`config.mk`:
```
export PLATFORM = sky130hd
export DESIGN_NAME = nmb_lane
export DESIGN_NICKNAME = d
export VERILOG_FILES = /design/src/nmb_pkg.sv /design/src/nmb_lane.sv
export SDC_FILE = /design/constraint.sdc
export NUM_CORES = 1
export LEC_CHECK = 0
export BUFFER_PORTS_ARGS = -buffer_cell sky130_fd_sc_hd__buf_2
export CORE_MARGIN = 10
export CORE_UTILIZATION = 50
export CTS_CLUSTER_DIAMETER = 80
export CTS_CLUSTER_SIZE = 16
export DETAILED_ROUTE_END_ITERATION = 10
export PLACE_DENSITY = 0.78
export SETUP_SLACK_MARGIN = 0.05
export SYNTH_ARGS = -nofsm -noshare
export SYNTH_HDL_FRONTEND = slang
export SYNTH_SLANG_ARGS = --single-unit
```
`constraint.sdc`:
```
create_clock -name clk -period 10.93 [get_ports clk]
set_clock_uncertainty 0.2 [all_clocks]
set_input_delay 0.5465 -clock clk [delete_from_list [all_inputs] [get_ports clk]]
set_output_delay 0.5465 -clock clk [all_outputs]
set_load 0.01 [all_outputs]
```
`src/nmb_pkg.sv`:
```
// ----------------------------------------------------------------------------
// nmb_pkg
// shared types and constants of the neighbor mean blur
// ----------------------------------------------------------------------------
package nmb_pkg;

    // default largest frame side, in pixels
    localparam int MAX_SIDE_DEF = 256;

    // smallest frame side that the size registers hold
    localparam int MIN_SIDE = 2;

    // channel and pixel widths
    localparam int CHAN_W  = 8;
    localparam int NUM_CH  = 3;
    localparam int PIXEL_W = CHAN_W * NUM_CH;

    // neighbors around one pixel, center excluded
    localparam int NUM_CELLS = 8;

    // configuration port
    localparam int CFG_INDEX_W = 1;
    localparam int CFG_DATA_W  = 9;

    localparam logic [CFG_INDEX_W-1:0] REG_FRAME_WIDTH  = 1'd0;
    localparam logic [CFG_INDEX_W-1:0] REG_FRAME_HEIGHT = 1'd1;

    // divisor codes: number of neighbors inside the frame
    localparam int DIV_W = 2;

    localparam logic [DIV_W-1:0] DIV_3 = 2'd0;
    localparam logic [DIV_W-1:0] DIV_5 = 2'd1;
    localparam logic [DIV_W-1:0] DIV_8 = 2'd2;

    typedef logic [PIXEL_W-1:0] pixel_t;

    // control from the window stage to each channel lane
    typedef struct packed {
        logic                 load;
        logic [NUM_CELLS-1:0] mask;
        logic [DIV_W-1:0]     div;
    } lane_ctl_t;

endpackage

```
`src/nmb_lane.sv`:
```
// ----------------------------------------------------------------------------
// nmb_lane
// one color channel: masked sum of the eight neighbors, then mean
// ----------------------------------------------------------------------------
module nmb_lane
    import nmb_pkg::*;
(
    input  logic                              clk,
    input  lane_ctl_t                         ctl,
    input  logic [NUM_CELLS-1:0][CHAN_W-1:0]  cells,
    output logic [CHAN_W-1:0]                 mean
);

    localparam int SUM_W  = CHAN_W + $clog2(NUM_CELLS);
    localparam int PROD_W = 2 * SUM_W;

    // floor(s/3) = (s * 683) >> 11 for s up to 765
    localparam int RECIP_3 = 683;
    localparam int SHIFT_3 = 11;
    // floor(s/5) = (s * 1639) >> 13 for s up to 1275
    localparam int RECIP_5 = 1639;
    localparam int SHIFT_5 = 13;
    localparam int SHIFT_8 = 3;

    logic [SUM_W-1:0]  sum_next;
    logic [SUM_W-1:0]  sum_reg;
    logic [DIV_W-1:0]  div_reg;
    logic [PROD_W-1:0] prod3;
    logic [PROD_W-1:0] prod5;

    always_comb
    begin
        sum_next = '0;
        for (int k = 0; k < NUM_CELLS; k++)
        begin
            if (ctl.mask[k])
            begin
                sum_next = sum_next + SUM_W'(cells[k]);
            end
        end
    end

    always_ff @(posedge clk)
    begin
        if (ctl.load)
        begin
            sum_reg <= sum_next;
            div_reg <= ctl.div;
        end
    end

    assign prod3 = PROD_W'(sum_reg) * PROD_W'(RECIP_3);
    assign prod5 = PROD_W'(sum_reg) * PROD_W'(RECIP_5);

    always_comb
    begin
        unique case (div_reg)
            DIV_3:   mean = prod3[SHIFT_3 +: CHAN_W];
            DIV_5:   mean = prod5[SHIFT_5 +: CHAN_W];
            DIV_8:   mean = sum_reg[SHIFT_8 +: CHAN_W];
            default: mean = '0;
        endcase
    end

endmodule

```
Yosys cells after proc, flatten, opt, wreduce, memory -nomap -nowiden
Cells that the tools add are included.
{"block": "word_totals", "register_bits": 13, "input_bits": 76, "output_inout_bits": 8}
{"block": "op_classes", "add_sub_neg": 7, "mul": 2, "n_eq_ne": 2, "muxes": 9, "n_reduce_logical": 1}
{"cell": "$add 11x8->11", "n": 7}
{"cell": "$mux 11", "n": 7}
{"cell": "$pmux 8 s3", "n": 1}
{"cell": "$mul 11x11->21 const B", "n": 1}
{"cell": "$mul 11x10->19 const B", "n": 1}
{"cell": "$mux 8", "n": 1}
{"cell": "$eq 2x1->1 const B", "n": 1}
{"cell": "$eq 2x2->1 const B", "n": 1}
{"cell": "$logic_not 2->1", "n": 1}

Longest topological paths before layout
Gate-level depths: netlist (run 1).
{"block": "depth", "depth_word": 15, "depth_mapped": 46, "mapped_depth_nobuf": 46}

Worst setup path before layout (run 1)
OpenSTA, ideal clock, no wires.
{"block": "synth_path", "path_type": "input to register", "from": "in cells[0] in the netlist's numbering", "to": "reg sum_reg[9], data pin", "arrival_time_ns": 7.413, "t_required_ns": 10.466, "setup_slack_ns": 3.052, "cell_stages": 38, "cell_sequence": "and2_1 ha_1 inv_1 fa_1 mux2i_1 fa_1 mux2i_1 inv_1 ha_1 a21o_1 a21oi_1 xnor2_1 mux2_2 ha_1 o21ai_0 nor2_1 o21a_1 nor2_1 [2 not listed] ha_1 o41a_1 a21oi_1 xor2_1 nand2_1 o31ai_1 a21oi_1 ha_1 xnor2_1 mux2_2 ha_1 and2_1 o21ai_0 o21ai_0 nor2b_1 xnor2_1 mux2i_1 xnor2_1"}
{"block": "synth_between", "elab_chain_len": 15}
{"element": "start: declaration", "line_no": "nmb_lane.sv:10", "text": "input logic [NUM_CELLS-1:0][CHAN_W-1:0] cells,"}
{"element": "$mux 8 (*)", "line_no": "nmb_lane.sv:36", "text": "if (ctl.mask[k])"}
{"element": "$add 11x8->11", "line_no": "nmb_lane.sv:38", "text": "sum_next = sum_next + SUM_W'(cells[k]);"}
{"element": "$mux 11 (*)", "line_no": "nmb_lane.sv:36"}
{"element": "$add 11x8->11", "line_no": "nmb_lane.sv:38"}
{"element": "$mux 11 (*)", "line_no": "nmb_lane.sv:36"}
{"element": "$add 11x8->11", "line_no": "nmb_lane.sv:38"}
{"element": "$mux 11 (*)", "line_no": "nmb_lane.sv:36"}
{"element": "$add 11x8->11", "line_no": "nmb_lane.sv:38"}
{"element": "$mux 11 (*)", "line_no": "nmb_lane.sv:36"}
{"element": "$add 11x8->11", "line_no": "nmb_lane.sv:38"}
{"element": "$mux 11 (*)", "line_no": "nmb_lane.sv:36"}
{"element": "$add 11x8->11", "line_no": "nmb_lane.sv:38"}
{"element": "$mux 11 (*)", "line_no": "nmb_lane.sv:36"}
{"element": "$add 11x8->11", "line_no": "nmb_lane.sv:38"}
{"element": "$mux 11 (*)", "line_no": "nmb_lane.sv:36"}
{"element": "named net sum_next[9]", "line_no": "nmb_lane.sv:25", "text": "logic [SUM_W-1:0] sum_next;"}
{"element": "end signal: assignment", "line_no": "nmb_lane.sv:47", "text": "sum_reg <= sum_next;"}
{"element": "end: declaration", "line_no": "nmb_lane.sv:26", "text": "logic [SUM_W-1:0] sum_reg;"}
The timed path passes the listed nets; every way through them passes the cells marked *.
A chain may end at the register's enable or synchronous reset.

Final worst setup path (run 1)
{"block": "layout_path", "from": "in ctl[2] in the netlist's numbering", "to": "reg sum_reg[9], data pin"}
{"block": "layout_between", "elab_chain_len": 15}
{"element": "start: declaration", "line_no": "nmb_lane.sv:9", "text": "input lane_ctl_t ctl,"}
{"element": "$mux 8 (*)", "line_no": "nmb_lane.sv:36"}
{"element": "$add 11x8->11", "line_no": "nmb_lane.sv:38"}
{"element": "$mux 11 (*)", "line_no": "nmb_lane.sv:36"}
{"element": "$add 11x8->11", "line_no": "nmb_lane.sv:38"}
{"element": "$mux 11 (*)", "line_no": "nmb_lane.sv:36"}
{"element": "$add 11x8->11", "line_no": "nmb_lane.sv:38"}
{"element": "$mux 11 (*)", "line_no": "nmb_lane.sv:36"}
{"element": "$add 11x8->11", "line_no": "nmb_lane.sv:38"}
{"element": "$mux 11 (*)", "line_no": "nmb_lane.sv:36"}
{"element": "$add 11x8->11", "line_no": "nmb_lane.sv:38"}
{"element": "$mux 11 (*)", "line_no": "nmb_lane.sv:36"}
{"element": "$add 11x8->11", "line_no": "nmb_lane.sv:38"}
{"element": "$mux 11 (*)", "line_no": "nmb_lane.sv:36"}
{"element": "$add 11x8->11", "line_no": "nmb_lane.sv:38"}
{"element": "$mux 11 (*)", "line_no": "nmb_lane.sv:36"}
{"element": "named net sum_next[9]", "line_no": "nmb_lane.sv:25"}
Marked as above.

==> flow_summary.yaml, run 1 <==
setup_path:
  endpoint_kind: "register"
  cp_common_cell: "ha_1"
  worstPathMaxFanout: 8
  worst_setup_path_start_kind: "primary input"
  cp_slowest_stage_delay_ns: 0.48
  startpoint: "ctl[2]"
  cp_slowest_cell: "fa_1"
  worst_ep_arrival_time_ns: 8.17
  criticalPathCategory: "in2reg"
  required_ns: 10.71
synthesis:
  synthArstFlopShare_pct: 0
  syn_area_per_cell_sq_um: 8.729
  synth_top_cell_area_share_pct: 29.74
  ys.flop_type: "edfxtp_1"
  synthCells: 853
  ys_seq_area_share_pct: 5.243
  synth_top_cell_by_area: "ha_1"
  synth_cell_types: 53
  syn-cell-area_sq_um: 7446
  yosysWarnings: 0
  synth_nets: 1172
  yosys_register_bits: 13
  synth_edf_count: 13
  ys_top_cells_by_area: "ha_1 (30%), fa_1 (18%), inv_1 (7.4%)"
cells_and_area:
  nNetsFinal: 1248
  drive_gt1_share_pct: 12.82
  largest_register_ffs: 11
  area_growth_pct: 9.141
detailed_routing:
  viasPerCell: 5.489
  firstDrtPassIters: 4
  first_iter_violations: 201
  antenna_left: 0
  drc: 0
  vias: 6109
  wirelength_um: 16260
  wl_per_cell_um: 14.61
clock_network:
  cts_tree: "yes"
  hold_buffers: 0
  cts_resized: 0
  cts-root-buf: "clkbuf_16"
  post_cts_buffers: 0
  cts.path.max_buffers: 2
  htreeDepth: 1
  clkSinkCount: 13
  numCtsBuffers: 3
  clk_pin_slew_ns: 0.04
grt:
  grt_max_degree: 19
  grt_overflow_total: 0
  grt_pass1_vias: 6175
  antenna_found_initial: 0
  grt_usage_pct: 16.26
  grt_pass1_wl_um: 28120
placed_design:
  gp_congestion: 0.9066
  place_ws_ns: 2.328
  io_buffers: 83
  dpl.hpwl_um: 14200
run:
  maxCapViolCount: 0
sta:
  finalSetupViolCount: 0
  min_period_ns: 8.392
  finalCritPeriodShare_pct: 76.78
  hold_viol_final: 0
  fin_tns_setup_ns: 0
  setup_ws_ns: 2.538
  rsz0062_at_grt: "no"
  slew_violations: 0
  fmax_ghz: 0.1192
  slew_headroom_pct: 51.67
  tightestPinTransition_ns: 0.7250
hold_path:
  min_path_type: "in2reg"
  hold_start: "ctl[0]"
  min_path_cells: 1
  hold_end: "div_reg[0]$_DFFE_PP_"
floorplan:
  row_count: 44
  core_area_sq_um: 14590
  dieArea_sq_um: 20170
  die_height_um: 142.0
  initial_core_util_pct: 51.04
  ios: 84
  die_w_um: 142.0
run_status:
  status: "finished, final reports clean"
[cell usage in the layout, fill, tap and decap left out, drive strengths merged, types with 3 or more instances in the layout]
cell     instances
nor4             3
a21o            29
fa              66
xor2            16
o21ai           48
a21oi           47
clkbuf           4
o21a            12
buf             83
and2             8
nand3            4
a21boi           3
inv            148
or3              5
a211o            3
nand2b           8
nand3b           7
ha             177
nor3            10
mux2i           12
edfxtp          13
a211oi           9
nor2b           12
xnor2           42
a31oi            7
o31ai            7
nor2            51
o31a             4
mux2            24
o22ai            7
o21bai           9
nand2           26
a2111oi          4
[metal layers]
layer	share of wire [%]	up-vias	global-route usage [%]
met5	0	-	0
met4	1.2	0	3.120
met3	4.7	18	1.702
met2	48	119	28.18
met1	46	2854	21.38
li1	-	3118	-
[through the flow]
step | util (%) | std cells | hold slack [ns] | area (sq um)
2_1_floorplan | - | 853 | 0.4454 | 7446
3_3_place_gp | 55.15 | 1108 | 0.5232 | 8045
3_5_place_dp | 55.15 | 1108 | 0.5254 | 8045
4_1_cts | 55.69 | 1112 | 0.2797 | 8124
5_1_grt | 55.69 | 1112 | 0.2782 | 8124
6_report | 55.70 | 1113 | 0.2810 | 8127
[synth_stat cells (5+ instances only)]
master	n
ha_1	177
inv_1	147
fa_1	66
nor2_1	51
o21ai_0	48
a21oi_1	47
xnor2_1	42
a21o_1	29
nand2_1	26
mux2_2	24
xor2_1	16
edfxtp_1	13
mux2i_1	12
nor2b_1	12
o21a_1	12
nor3_1	10
clkbuf_1	9
o21bai_1	9
a211oi_1	8
and2_1	8
nand2b_1	8
a31oi_1	7
nand3b_1	7
o22ai_1	7
o31ai_1	6
or3_1	5
[how the worst max path moves through the flow]
stage                                       to  slack [ns]  cells past startpoint
after global routing      sum_reg[9]$_DFFE_PP_        1.59                     46
after global placement    sum_reg[9]$_DFFE_PP_        2.55                     39
final                     sum_reg[9]$_DFFE_PP_        2.54                     42
after floorplan           sum_reg[9]$_DFFE_PP_        3.05                     38
after CTS                 sum_reg[9]$_DFFE_PP_        2.55                     42
after detailed placement  sum_reg[9]$_DFFE_PP_        2.33                     40
[critical path, delay by kind of cell]
family	cells	cell delay (ns)
AOI/OAI and AO/OA	12	1.74
xor gates and xnor gates	5	0.62
adders and majority gates	8	2.67
buffers and inverters	4	0.35
muxes	5	1.28
and+or+nand+nor	8	0.99
[layout make-up]
type	instances	area (sq um)
repair buffers	83	415.4
clock buffers	4	78.83
inverters	148	555.5
fillers	1342	6462
diodes	1	2.502
flip-flops and latches	13	390.4
well taps	184	230.2
multi-input cells	680	6454
[cell families after synthesis]
logic type                 synth area share, %
AOI/OAI and AO/OA                        17.66
adders and majority gates                47.49
buffers and inverters                    8.083
xor gates and xnor gates                 7.142
and+or+nand+nor                          9.141
muxes                                    5.243
DFF                                      5.243
Power of run 1 is not shown: default switching activity piles up to over one toggle a cycle in this logic, so the estimate is an artifact.
==> run 2: changes to the inputs <==
Settings changed: ABC_AREA set to 1, PLACE_DENSITY 0.78 to 0.8.
Clock period 10.93 ns to 7.45 ns, I/O delays scaled along.
==> run 2 against run 1 <==
Effect of this change: synthesized cell count is 27% higher; die area is 4.6% higher; final area is 18% higher; first-iteration DRC count rose to 2.6 times the previous value; critical endpoint is now sum_reg[10]$_DFFE_PP_.
==> flow_summary.yaml, run 2 <==
run_status:
  status: "finished, final reports clean"
cells_and_area:
  multi_input_area_sq_um: 7177
  nNetsFinal: 1536
  nFillCells: 1226
  largest_register_ffs: 11
  regArea_sq_um: 390.4
  final_common_cell: "nand2_1"
  area_growth_pct: 22.21
  final_cell_mix: "nand2_1 (232), inv_1 (204), ha_1 (153), buf_2 (82), fa_1 (62)"
  diodes: 0
  drive_gt1_share_pct: 24.59
placed_design:
  io_buffers: 83
  gp_congestion: 0.9488
  dpl.hpwl_um: 17000
synthesis:
  yosysWarnings: 0
  yosys_register_bits: 13
  synth_top_cell_area_share_pct: 28.24
  synthArstFlopShare_pct: 0
  ys_seq_area_share_pct: 4.978
  syn-cell-area_sq_um: 7841
  yosysMostFrequentCell: "nand2_1"
  synth_cell_types: 40
  synth_top_cell_by_area: "ha_1"
  synthTopCellsByCount: "nand2_1 (244), inv_1 (214), ha_1 (177)"
  ys_top_cells_by_area: "ha_1 (28%), fa_1 (17%), nand2_1 (12%)"
  syn_area_per_cell_sq_um: 7.240
  synth_nets: 1402
  ys.flop_type: "edfxtp_1"
  synth_edf_count: 13
  synthCells: 1083
hold_path:
  min_path_cells: 1
  min_path_type: "in2reg"
detailed_routing:
  drc: 0
  viasPerCell: 5.434
  first_iter_violations: 527
  wl_per_cell_um: 15.41
  firstDrtPassIters: 6
  antenna_left: 0
  wirelength_um: 21990
  vias: 7754
grt:
  grt_usage_pct: 17.93
  grt_pass1_wl_um: 33170
  antenna_found_initial: 0
  grt_pass1_vias: 7362
  grt_overflow_total: 0
  grt_max_degree: 16
setup_path:
  cp_slowest_stage_delay_ns: 0.39
  required_ns: 7.25
  criticalPathCategory: "in2reg"
  endpoint_kind: "register"
  worst_ep_arrival_time_ns: 7.13
  worst_setup_path_start_kind: "primary input"
  worstPathMaxFanout: 4
  cp_slowest_cell: "fa_2"
sta:
  slew_headroom_pct: 46.50
  finalCritPeriodShare_pct: 98.42
  tightestPinTransition_ns: 0.7995
  min_period_ns: 7.332
  hold_viol_final: 0
  slew_violations: 0
  fmax_ghz: 0.1364
  finalSetupViolCount: 0
  worst_hold_slack_ns: 0.1070
floorplan:
  die_height_um: 145.2
  dieArea_sq_um: 21090
  initial_core_util_pct: 51.39
  ios: 84
  core_area_sq_um: 15260
  die_w_um: 145.2
  row_count: 45
clock_network:
  clkSinkCount: 13
  cts.path.max_buffers: 2
  numCtsBuffers: 3
  hold_buffers: 0
  clk_pin_slew_ns: 0.04
  cts_tree: "yes"
  htreeDepth: 1
  cts-root-buf: "clkbuf_16"
run:
  maxCapViolCount: 0
-- run 2: cell count changes after synthesis, moves of 16 or more --
cell | before | now
a21oi_1 | 47 | 63
mux2_2 | 24 | 0
xnor2_1 | 42 | 17
nand2_1 | 26 | 244
a21o_1 | 29 | 8
nand3_1 | 4 | 56
inv_1 | 147 | 214
-- run 2: area by class of cell --
| class | count | area share [%] |
|---|---|---|
| Inverter | 223 | 8.735 |
| Timing Repair Buffer | 138 | 8.709 |
| Clock inverter | 1 | 0.05223 |
| Tap cell | 211 | 2.755 |
| Sequential cell | 13 | 4.074 |
| Clock buffer | 3 | 0.7834 |
| Multi-Input combinational cell | 838 | 74.89 |
-- run 2: what timing repair did --
item	CTS	global route
buffers inserted	0	24
resized for setup	2	121
cloned	0	0
pin swaps	0	71
setup endpoints to repair	2	6
-- run 2: critical path, delay by kind of cell --
kind | cells | cell delay [ns]
AO/OA/AOI/OAI | 9 | 1.35
XOR/XNOR | 5 | 0.79
AND/OR/NAND/NOR | 18 | 1.96
adder cells (fa/ha/maj) | 8 | 2.25
buffers and inverters | 5 | 0.38
-- run 2: worst paths after layout --
path | startpoint | slack, ns | end
setup / recovery | ctl[2] | 0.12 | sum_reg[10]$_DFFE_PP_
hold / removal | ctl[0] | 0.11 | div_reg[0]$_DFFE_PP_
-- run 2: routing by layer --
layer / GRT usage, % / share of wire (%) / vias to the layer above
li1: - / - / 3762
met4: 2.882 / 2.8 / 0
met1: 23.07 / 41 / 3589
met2: 31.95 / 50 / 334
met3: 1.956 / 6.6 / 69
met5: 0 / 0 / -
-- run 2: cells by family after synthesis --
family | Yosys count | share of synthesized area, %
xor gates and xnor gates | 41 | 4.579
adders and majority gates | 243 | 45.09
and+or+nand+nor | 403 | 23.07
buffers and inverters | 232 | 11.20
AOI/OAI and AO/OA | 151 | 11.07
DFF | 13 | 4.978
-- run 2: per-stage QoR --
stage | util [%] | setup TNS, ns | worst slack [ns] | cells | area, sq um
floorplan | - | 0 | 0.1878 | 1083 | 7841
global placement | 57.10 | -0.1121 | -0.09359 | 1399 | 8712
detailed placement | 57.10 | -0.6861 | -0.2144 | 1399 | 8712
CTS | 57.65 | 0 | 0.08076 | 1403 | 8796
global route | 62.80 | -0.5674 | -0.1926 | 1427 | 9583
finish | 62.80 | 0 | 0.1178 | 1427 | 9583
Power of run 2 is left out for the same reason.
==> run 3: changes to the inputs <==
==> constraint.sdc (replaced) <==
create_clock -name clk -period 7.45 [get_ports clk]
set_clock_uncertainty 0.2 [all_clocks]
set_input_delay 1.49 -clock clk [delete_from_list [all_inputs] [get_ports clk]]
set_output_delay 1.49 -clock clk [all_outputs]
set_load 0.01 [all_outputs]
==> run 3 against run 2 <==
Effect of this change: the run now ends with negative setup slack left; final area grew 10%; critical path depth grew 4; clock-buffer cell count grew 1; via count grew 4.0%; cell count grew 7.6%; global-route usage grew 1.2 points; sequential cell count is the same; sequential share of layout area shrank 0.37 points; critical endpoint unchanged.
==> flow_summary.yaml, run 3 (synthesis results as in run 2) <==
sta:
  finalSetupViolCount: 8
  hold_viol_final: 0
  slew_headroom_pct: 44.14
  min_period_ns: 8.454
  finalCritPeriodShare_pct: 113.5
  slew_violations: 0
  setup_ws_ns: -1.004
  tightestPinTransition_ns: 0.8348
  rsz0062_at_grt: "yes"
  fmax_ghz: 0.1183
cells_and_area:
  fin_area_sq_um: 10550
  post-route-util_pct: 69.11
  area_growth_pct: 34.48
  diodes: 0
  nNetsFinal: 1645
  largest_register_ffs: 11
  drive_gt1_share_pct: 31.17
  nFillCells: 1106
  final_cell_mix: "nand2_1 (229), inv_1 (206), buf_4 (162), ha_1 (149), buf_2 (81)"
  final_common_cell: "nand2_1"
setup_path:
  endpoint_kind: "register"
  cp_slowest_cell: "fa_2"
  cp_top_family: "adder cells"
  required_ns: 7.25
  cp_common_cell: "nand2_1"
  cp_slowest_stage_delay_ns: 0.35
  cp.buffers_inverters: 7
  worst_ep_arrival_time_ns: 8.25
  worstPathMaxFanout: 4
  criticalPathCategory: "in2reg"
  worst_setup_path_start_kind: "primary input"
detailed_routing:
  firstDrtPassIters: 5
  antenna_left: 0
  wirelength_um: 22800
  viasPerCell: 5.251
  vias: 8065
  wl_per_cell_um: 14.85
  drc: 0
  first_iter_violations: 429
grt:
  grt_pass1_vias: 8171
  grt_max_degree: 16
  antenna_found_initial: 0
  grt_overflow_total: 0
  grt_usage_pct: 19.18
  grt_pass1_wl_um: 35410
clock_network:
  clkSinkCount: 13
  hold_buffers: 0
  cts.path.max_buffers: 2
  cts_tree: "yes"
  htreeDepth: 1
  cts-root-buf: "clkbuf_16"
  numCtsBuffers: 3
  clk_pin_slew_ns: 0.04
placed_design:
  gp_congestion: 0.9262
  place_ws_ns: -0.9362
  post_dp_cell_area_sq_um: 9694
  dpl.hpwl_um: 17290
  io_buffers: 83
floorplan:
  initial_core_util_pct: 51.39
  die_w_um: 145.2
  core_area_sq_um: 15260
  dieArea_sq_um: 21090
  die_height_um: 145.2
  row_count: 45
  ios: 84
hold_path:
  min_path_type: "in2reg"
  hold_start: "ctl[0]"
  min_path_cells: 1
  hold_end: "div_reg[0]$_DFFE_PP_"
run_status:
  violations: "negative setup slack"
  status: "finished, violations left"
run:
  maxCapViolCount: 0
==> run 3: cell type report <==
cell class | count | area (sq um) | share of cell area (%)
Sequential cell | 13 | 390.4 | 3.702
Tap cell | 211 | 264.0 | 2.504
Multi-Input combinational cell | 838 | 7300 | 69.22
Timing Repair Buffer | 247 | 1670 | 15.84
Clock buffer | 4 | 78.83 | 0.7475
Inverter | 223 | 842.1 | 7.985
==> run 3: worst max path at each step <==
stage | startpoint | to | slack [ns] | cells after the start
after detailed placement | ctl[2] | sum_reg[10]$_DFFE_PP_ | -0.94 | 42
final | ctl[2] | sum_reg[10]$_DFFE_PP_ | -1.00 | 49
after global placement | ctl[2] | sum_reg[10]$_DFFE_PP_ | -0.87 | 44
after floorplan | ctl[2] | sum_reg[9]$_DFFE_PP_ | -0.44 | 38
after CTS | ctl[2] | sum_reg[10]$_DFFE_PP_ | -0.49 | 46
after global routing | ctl[2] | sum_reg[10]$_DFFE_PP_ | -1.35 | 48
==> run 3: repair_timing <==
item	4_1_cts	5_1_grt
buffers inserted	17	15
pin swaps	51	76
resized for setup	43	59
setup endpoints to repair	8	10
==> run 3: per-layer routing <==
layer / GRT usage [%] / share of wire (%) / up-vias
met4: 4.853 / 3.1 / 0
met5: 0 / 0 / -
li1: - / - / 3987
met2: 36.91 / 53 / 244
met3: 2.111 / 4.4 / 62
met1: 21.77 / 40 / 3772
==> run 3: through the flow <==
stage               std cells  setup TNS (ns)  hold WS [ns]
floorplan                1083          -1.495         1.389
global placement         1501          -4.677         1.469
detailed placement       1501          -5.436         1.468
CTS                      1522          -2.052         1.224
global route             1536          -8.061         1.225
finish                   1536          -5.325         1.222
Power of run 3 is left out for the same reason.
